File: src/rtl/core/lcdw_pkg.sv
`timescale 1ns / 1ps
// ----------------------------------------------------------------------------
// lcdw_pkg
// Constants and types for the decimal field writer: cursor bases, expander
// control nibbles, divide-by-ten reciprocal and the byte position codes.
// ----------------------------------------------------------------------------
package lcdw_pkg;

   localparam int unsigned DIGITS_DEFAULT = 5;

   localparam logic [7:0] ADDR_BYTE_RESET = 8'd78;

   localparam logic [7:0] LINE0_BASE = 8'h80;
   localparam logic [7:0] LINE1_BASE = 8'hC0;

   // expander bits: EN high with backlight, RS set for character data
   localparam logic [7:0] EN_ON_CMD   = 8'h0C;
   localparam logic [7:0] EN_ON_DATA  = 8'h0D;
   localparam logic [7:0] EN_OFF_CMD  = 8'hF8;
   localparam logic [7:0] EN_OFF_DATA = 8'hF9;

   localparam logic [7:0] NIB_HI_MASK = 8'hF0;
   localparam logic [7:0] NIB_LO_MASK = 8'h0F;

   localparam logic [7:0] ASCII_ZERO = 8'd48;

   // n / 10 == (n * 0xCCCD) >> 19 for every 16-bit n
   localparam logic [15:0] DIV10_RECIP = 16'hCCCD;
   localparam int unsigned DIV10_SHIFT = 19;

   typedef enum logic [2:0] {
      POS_ADDR,
      POS_HI_ON,
      POS_HI_OFF,
      POS_LO_ON,
      POS_LO_OFF
   } byte_pos_type;

endpackage

File: src/rtl/core/lcd_decimal_field_writer.sv
`timescale 1ns / 1ps
// ----------------------------------------------------------------------------
// lcd_decimal_field_writer
// Writes a request's 16-bit value as DIGITS decimal characters to a
// character LCD in 4-bit mode behind an I2C port expander.
// ----------------------------------------------------------------------------
// Each request yields 10*DIGITS bus bytes (50 at the default), one per cycle
// while the result side does not stall: for every digit a set-cursor transfer
// and a character transfer, each an address byte and four nibble bytes. A
// taken request first sets the busy register, and the first byte then loads
// into the byte-wide result register; the next request is taken in the cycle
// that loads the final byte of the current one, so back-to-back requests run
// without a gap, paced by that single result register. Digits are produced
// LSB first by a reciprocal-multiply divide-by-ten step, one per cycle,
// alongside the cursor transfer of the first digit.
// ----------------------------------------------------------------------------
module lcd_decimal_field_writer
   import lcdw_pkg::*;
#(
   parameter int unsigned DIGITS = DIGITS_DEFAULT
) (
   input  logic        clock,
   input  logic        reset,

   input  logic        csr_write_enable,
   input  logic [7:0]  csr_write_data,

   input  logic        req_valid,
   output logic        req_stall,
   input  logic        req_display_line,
   input  logic [5:0]  req_start_column,
   input  logic [15:0] req_value,

   output logic        rsp_valid,
   input  logic        rsp_stall,
   output logic [7:0]  rsp_bus_byte,
   output logic        rsp_begins_transfer,
   output logic        rsp_ends_transfer,
   output logic        rsp_last
);

   localparam int unsigned DIG_W  = (DIGITS > 1) ? $clog2(DIGITS) : 1;
   localparam int unsigned CONV_W = $clog2(DIGITS + 1);

   logic [7:0]        addr_byte_ff;

   logic              busy_ff, busy_in;
   logic              line_ff, line_in;
   logic [5:0]        col_ff, col_in;
   logic [DIG_W-1:0]  digit_ff, digit_in;
   logic              xfer_ff, xfer_in;
   byte_pos_type      pos_ff, pos_in;

   logic [15:0]       work_ff, work_in;
   logic [CONV_W-1:0] conv_cnt_ff, conv_cnt_in;
   logic [3:0]        digits_ff [DIGITS];

   logic              rsp_valid_ff, rsp_valid_in;
   logic [7:0]        bus_byte_ff, bus_byte_in;
   logic              begins_ff, begins_in;
   logic              ends_ff, ends_in;
   logic              last_ff, last_in;

   logic              advance, load, last_byte, req_take;
   logic [31:0]       product;
   logic [12:0]       quot;
   logic [15:0]       quot_x10;
   logic [3:0]        rem;
   logic [7:0]        base, cursor, sym, en_on, en_off, hi_on, lo_on;

   // divide-by-ten step on the held remainder
   assign product  = work_ff * {16'd0, DIV10_RECIP};
   assign quot     = product[31:DIV10_SHIFT];
   assign quot_x10 = {quot, 3'b000} + {2'b00, quot, 1'b0};
   assign rem      = 4'(work_ff - quot_x10);

   assign advance   = !rsp_valid_ff || !rsp_stall;
   assign load      = busy_ff && advance;
   assign last_byte = (pos_ff == POS_LO_OFF) && xfer_ff &&
                      (digit_ff == DIG_W'(DIGITS - 1));
   assign req_stall = busy_ff && !(load && last_byte);
   assign req_take  = req_valid && !req_stall;

   always_comb begin
      base   = line_ff ? LINE1_BASE : LINE0_BASE;
      cursor = base + {2'b00, col_ff} + 8'(digit_ff) - 8'd1;
      sym    = xfer_ff ? (ASCII_ZERO | {4'd0, digits_ff[digit_ff]}) : cursor;
      en_on  = xfer_ff ? EN_ON_DATA : EN_ON_CMD;
      en_off = xfer_ff ? EN_OFF_DATA : EN_OFF_CMD;
      hi_on  = (sym & NIB_HI_MASK) | en_on;
      lo_on  = {sym[3:0], 4'd0} | en_on;
   end

   always_comb begin
      busy_in      = busy_ff;
      line_in      = line_ff;
      col_in       = col_ff;
      digit_in     = digit_ff;
      xfer_in      = xfer_ff;
      pos_in       = pos_ff;
      work_in      = work_ff;
      conv_cnt_in  = conv_cnt_ff;
      rsp_valid_in = rsp_valid_ff;
      bus_byte_in  = bus_byte_ff;
      begins_in    = begins_ff;
      ends_in      = ends_ff;
      last_in      = last_ff;

      if (conv_cnt_ff != '0) begin
         work_in     = {3'd0, quot};
         conv_cnt_in = conv_cnt_ff - CONV_W'(1);
      end

      if (advance) begin
         rsp_valid_in = busy_ff;
      end

      if (load) begin
         begins_in = 1'b0;
         ends_in   = 1'b0;
         last_in   = 1'b0;
         case (pos_ff)
            POS_ADDR: begin
               bus_byte_in = addr_byte_ff;
               begins_in   = 1'b1;
               pos_in      = POS_HI_ON;
            end
            POS_HI_ON: begin
               bus_byte_in = hi_on;
               pos_in      = POS_HI_OFF;
            end
            POS_HI_OFF: begin
               bus_byte_in = hi_on & en_off;
               pos_in      = POS_LO_ON;
            end
            POS_LO_ON: begin
               bus_byte_in = lo_on;
               pos_in      = POS_LO_OFF;
            end
            POS_LO_OFF: begin
               bus_byte_in = lo_on & en_off;
               ends_in     = 1'b1;
               last_in     = last_byte;
               pos_in      = POS_ADDR;
               xfer_in     = !xfer_ff;
               if (xfer_ff) begin
                  digit_in = digit_ff + DIG_W'(1);
               end
               if (last_byte) begin
                  busy_in = 1'b0;
               end
            end
            default: begin
               pos_in = POS_ADDR;
            end
         endcase
      end

      // start a new request; if one was running, its last byte loads this cycle
      if (req_take) begin
         busy_in     = 1'b1;
         line_in     = req_display_line;
         col_in      = req_start_column;
         digit_in    = '0;
         xfer_in     = 1'b0;
         pos_in      = POS_ADDR;
         work_in     = req_value;
         conv_cnt_in = CONV_W'(DIGITS);
      end
   end

   always_ff @(posedge clock) begin
      if (reset) begin
         addr_byte_ff <= ADDR_BYTE_RESET;
         busy_ff      <= 1'b0;
         digit_ff     <= '0;
         xfer_ff      <= 1'b0;
         pos_ff       <= POS_ADDR;
         conv_cnt_ff  <= '0;
         rsp_valid_ff <= 1'b0;
      end else begin
         if (csr_write_enable) begin
            addr_byte_ff <= csr_write_data;
         end
         busy_ff      <= busy_in;
         digit_ff     <= digit_in;
         xfer_ff      <= xfer_in;
         pos_ff       <= pos_in;
         conv_cnt_ff  <= conv_cnt_in;
         rsp_valid_ff <= rsp_valid_in;
      end
   end

   always_ff @(posedge clock) begin
      line_ff     <= line_in;
      col_ff      <= col_in;
      work_ff     <= work_in;
      bus_byte_ff <= bus_byte_in;
      begins_ff   <= begins_in;
      ends_ff     <= ends_in;
      last_ff     <= last_in;
      // shift digits in LSB first so the leftmost lands at index 0
      if (conv_cnt_ff != '0) begin
         digits_ff[0] <= rem;
         for (int i = 1; i < DIGITS; i++) begin
            digits_ff[i] <= digits_ff[i-1];
         end
      end
   end

   assign rsp_valid           = rsp_valid_ff;
   assign rsp_bus_byte        = bus_byte_ff;
   assign rsp_begins_transfer = begins_ff;
   assign rsp_ends_transfer   = ends_ff;
   assign rsp_last            = last_ff;

   // digits must be complete before any character transfer is formed
   assert property (@(posedge clock) disable iff (reset)
      (busy_ff && xfer_ff) |-> (conv_cnt_ff == '0))
      else $error("character transfer before digit conversion finished");

   // a taken request restarts the sequence at the first cursor address byte
   assert property (@(posedge clock) disable iff (reset)
      (req_valid && !req_stall) |=>
         (busy_ff && !xfer_ff && (pos_ff == POS_ADDR) && (digit_ff == '0)))
      else $error("request did not restart the byte sequence");

   // the final byte of a run always closes a transfer
   assert property (@(posedge clock) disable iff (reset)
      (rsp_valid && rsp_last) |-> (rsp_ends_transfer && !rsp_begins_transfer))
      else $error("last byte does not end a transfer");

endmodule
File: config.mk
export PLATFORM = sky130hd
export DESIGN_NAME = lcd_decimal_field_writer
export DESIGN_NICKNAME = d
export VERILOG_FILES = /design/src/rtl/core/lcdw_pkg.sv /design/src/rtl/core/lcd_decimal_field_writer.sv
export SDC_FILE = /design/constraint.sdc
export NUM_CORES = 1
export LEC_CHECK = 0
export BUFFER_PORTS_ARGS = -buffer_cell sky130_fd_sc_hd__buf_2
export CORE_MARGIN = 2
export CORE_UTILIZATION = 55
export CTS_CLUSTER_SIZE = 30
export DETAILED_ROUTE_END_ITERATION = 8
export PLACE_DENSITY_LB_ADDON = 0.05
export SYNTH_ARGS = -nofsm -noshare
export SYNTH_HDL_FRONTEND = slang
export SYNTH_SLANG_ARGS = --single-unit
export TNS_END_PERCENT = 30
File: constraint.sdc
create_clock -name clock -period 5.9 [get_ports clock]
set_input_delay 0.59 -clock clock [delete_from_list [all_inputs] [get_ports clock]]
set_output_delay 0.59 -clock clock [all_outputs]
set_load 0.01 [all_outputs]
Word level (Yosys, flattened, before mapping):

Memories as Yosys holds them, arrays and structs flattened. A register that Yosys moved wholly into a read port is not among the register bits.
Cells that the tools add are included.

* logic and storage cells: 77
* output and inout port bits: 13
* memory bits (writable): 20
* memories: 1
* register bits: 54

Memories
* digits_ff: depth 5, width 4, read ports 5, clocked after memory_dff 1, wr ports 5, RTL line lcd_decimal_field_writer.sv:56 `logic [3:0] digits_ff [DIGITS];`

* reduce and logical (&&, ||, !) cells: 24
* $add $sub $neg: 7
* multiply operators: 1
* mux-type cells: 20
* equality and inequality tests: 5
* bitwise gates (word level): 4

Operators by type and width (count)
* case mux 8 bit (5 select lines): 1
* multiplier 16 x 16 -> 32 bit, second input constant: 1
* two-way mux 16 bit: 2
* AND 8 bit: 2
* OR 8 x 4 -> 8 bit: 2
* two-way mux 3 bit: 4
* case mux 3 bit (4 select lines): 1
* two-way mux 1 bit: 10
* adder 8 x 3 -> 8 bit: 1
* adder 8 x 6 -> 8 bit: 1
* two-way mux 8 bit: 1
* nonzero test 2 bit: 4
* subtractor 8 x 1 -> 8 bit, second input constant: 1
* two-way mux 7 bit: 1
* == test 3 x 2 -> 1 bit, second input constant: 2
* == test 3 bit, second input constant: 2
* logical AND 1 bit: 6
* AND reduction 3 bit: 2
* logical NOT 1 bit: 5
* nonzero test 5 bit: 1
* adder 4 bit: 1
* AND reduction 2 bit: 2
* subtractor 4 bit: 1
* adder 3 x 1 -> 3 bit, second input constant: 1
* other kinds (6): 6

Depth between registers and ports, before layout:

* depth in word-level cells: 10
* depth in mapped cells: 24

Worst setup path after synthesis:

Ideal clock, no wire load.

* path kind: register -> register
* start point: register work_ff[6]
* end point: memory digits_ff[0][3] (data pin)
* slack: 0.122 ns
* setup time: 0.262 ns
* data required time: 5.638 ns
* arrival time: 5.517 ns
* clock period less this slack: 5.778 ns
* cell stages (with the launch flop): 23
* path through: edfxtp_1 > ha_1 > inv_1 > fa_1 > inv_1 > fa_1 > fa_1 > fa_1 > inv_1 > fa_1 > inv_1 > ha_1 > a21o_1 > a21o_1 > a21oi_1 > o2111ai_1 > and2_1 > xor2_1 > ha_1 > nand2_1 > a21oi_1 > a31oi_1 > xnor2_1

RTL lines
* from (decl): RTL line lcd_decimal_field_writer.sv:54 `logic [15:0] work_ff, work_in;`
* from (signal assigned): RTL line lcd_decimal_field_writer.sv:197 `work_ff <= work_in;`
* to (decl): RTL line lcd_decimal_field_writer.sv:56

==> run metrics <==
Max H-tree Level 3; gr usage total 25.51%; first-pass GRT wire length 30820 um; final hold vios 0; Worst Max-Slew Pin Slew 0.8806 ns; number of diodes 0; clock-pin slew of the registers on the worst-case setup and hold paths 0.06 ns; worst path buffer plus inverter count 4; Crit Path Class reg -> reg; crit-path max cell delay 0.58 ns; CP most frequent cell fa_1; routed wl met2 9344 um; Max FO, Critical Path 3; DRT antenna net count 0; io pins 49; CP delay by family, top adder cells; gp weighted congestion 0.9336; CP arrival 5.79 ns; mapped cell area 7989 um^2; HPWL Detailed 15520 um; Post-DP Area 8692 um^2; final setup vio count 0; Cells after Synth 760; DRT iter0 DRCs 329; CTS Buf Count 9; initial antenna violation count 0; GRT Residual Overflow 0; worst hold-check path type in -> reg; top_reg_cell synth edfxtp_1; Vias 5531; Post-synth ARST share 0%; largest net degree at the start of global routing 25; required time of the critical path 5.97 ns; Die ar. 15510 um^2; final core occ 64.80%; hold_ws 0.4313 ns; NumNets Final 1117; Final Cell Area 9311 um^2; Site Rows 44; core region area 14370 um^2; syn nets 1024; clk buf depth 2; syn avg cell area 10.51 um^2; Post-Route Skew 0.01146 ns; FMAX 174.8 MHz; leading post-synthesis cells by cell area ha_1, edfxtp_1, fa_1; CTS Sinks 77; vias in the first global route 5971; sequential cell area fraction in the yosys report 26.06%; drt wl/cell 17.79 um; Crit. End Element register; fraction of layout cells with a size suffix above 1 19.70%; outcome finished, final reports clean; Starting Density 55.60%; uppermost layer routed met4; Post-route DRC 0; DR vias/cell 5.308; Vert. Die Dim 124.5 um; WL met3 766 um; synth warn 0; count leader, synth inv_1; WL met1 8049 um; dpl ws -0.1753 ns; Final WS setup 0.1808 ns; Die X 124.5 um; Area growth, synth to finish 16.55%; slowest CP cell fa_1; CP Launch Type register; PortBufs 48; Synth top area share 23.02%; EDFF count, synth 54; CP cell instances ha_4 > inv_2 > fa_1 > inv_2 > fa_1 > fa_1 > fa_1 > inv_2 > fa_1 > inv_2 > ha_4 > a21o_1 > a21o_1 > a21oi_2 > o2111ai_2 > and2_4 > xor2_4 > ha_4 > nand2_4 > a21oi_2 > a31oi_1 > xnor2_1; post-synth top area cell ha_1; normalized max-slew margin 41.30%; Clock Latency Late Sink 0.34 ns; synth cell count leaders inv_1, ha_1, fa_1; Final Max Slew Viols 0; fin crit share 96.94%; CTS tree built; Synth cell types 50; Synth Register Bits 77; WL final 18540 um; Final Critical Period 5.719 ns; drt pass-1 iters 4; max_cap viols 0; Root Driver clkbuf_16
[worst register-to-register path, stage by stage (launching register included)]
cell and delay [ns]:
edfxtp_1 0.50, ha_4 0.32, inv_2 0.03, fa_1 0.48, inv_2 0.05, fa_1 0.58
fa_1 0.44, fa_1 0.52, inv_2 0.04, fa_1 0.52, inv_2 0.05, ha_4 0.21
a21o_1 0.15, a21o_1 0.16, a21oi_2 0.21, o2111ai_2 0.16, and2_4 0.20, xor2_4 0.17
ha_4 0.30, nand2_4 0.05, a21oi_2 0.13, a31oi_1 0.06, xnor2_1 0.15
[area by class of cell]
cell class	count	area, um^2
multi-input combinational	486	5396
fill	1181	5057
sequential	77	2082
inverter	187	704.4
timing repair buffer	92	581.8
tap	184	230.2
clock buffer	10	229.0
clock inverter	6	87.58
[flip-flops by register name, summed over array words and instances (netlist names), 3 cells and up, named ones only]
register	flops
work_ff	16
conv_cnt_ff	3
addr_byte_ff	8
digits_ff	20
pos_ff	3
rsp_bus_byte	8
col_ff	6
digit_ff	3
[what timing repair did]
| item | CTS | global route |
|---|---|---|
| resized for setup | 5 | 42 |
| pin swaps | 7 | 27 |
| setup buffers | 2 | 4 |
| setup endpoints to repair | 4 | 12 |
| hold buffers | 0 | 0 |
[through the flow]
stage / TNS (ns) / instances
2_1_floorplan: 0 / 760
3_3_place_gp: -0.02971 / 1020
3_5_place_dp: -0.1753 / 1020
4_1_cts: 0 / 1038
5_1_grt: -0.01647 / 1042
6_report: 0 / 1042
[cell usage in the layout, fill, tap and decap left out, types with 5 or more instances in the layout]
| cell type | n |
|---|---|
| a21oi_1 | 26 |
| o211ai_1 | 5 |
| buf_4 | 41 |
| xnor2_1 | 21 |
| xor2_1 | 8 |
| clkbuf_16 | 9 |
| mux2_2 | 6 |
| nand2_1 | 28 |
| ha_2 | 6 |
| nor3_1 | 12 |
| a21o_1 | 8 |
| fa_1 | 79 |
| a21oi_2 | 6 |
| nor2_1 | 40 |
| nand2b_1 | 5 |
| mux2i_1 | 8 |
| inv_1 | 182 |
| ha_1 | 130 |
| nand3_1 | 5 |
| buf_2 | 48 |
| o21ai_0 | 14 |
| ha_4 | 11 |
| nand4_1 | 5 |
| dfxtp_1 | 23 |
| edfxtp_1 | 54 |
[path summary, 6_finish.rpt]
kind                       startpoint               to  slack (ns)  cells past startpoint
setup reg to reg           work_ff[2]  digits_ff[0][3]        0.18                     22
hold / removal    req_start_column[0]        col_ff[0]        0.43                      1
setup / recovery           work_ff[2]  digits_ff[0][3]        0.18                     22
hold reg to reg       digits_ff[3][2]  digits_ff[4][2]        0.45                      0
[kinds of logic (layout without fill, tap and decap cells)]
group                    count (synthesis)  in the layout  synth area share (%)
XOR/XNOR                                32             32                 3.508
adder cells (fa/ha/maj)                228            228                 43.32
flip-flops                              77             77                 26.06
multiplexers                            18             18                 2.976
buffers and inverters                  197            295                 9.444
AND/OR/NAND/NOR                        114            114                 6.688
AO/OA/AOI/OAI                           94             94                 8.003
[routing by layer]
metal | vias up | GRT usage, %
met4 | 0 | 6.940
met3 | 29 | 3.093
met5 | - | 0
met1 | 2706 | 33.47
li1 | 2676 | -
met2 | 120 | 44.81
Power is left out: the tool's default activity adds up to more than one toggle a clock period on the data nets, which glitch-free logic cannot reach.
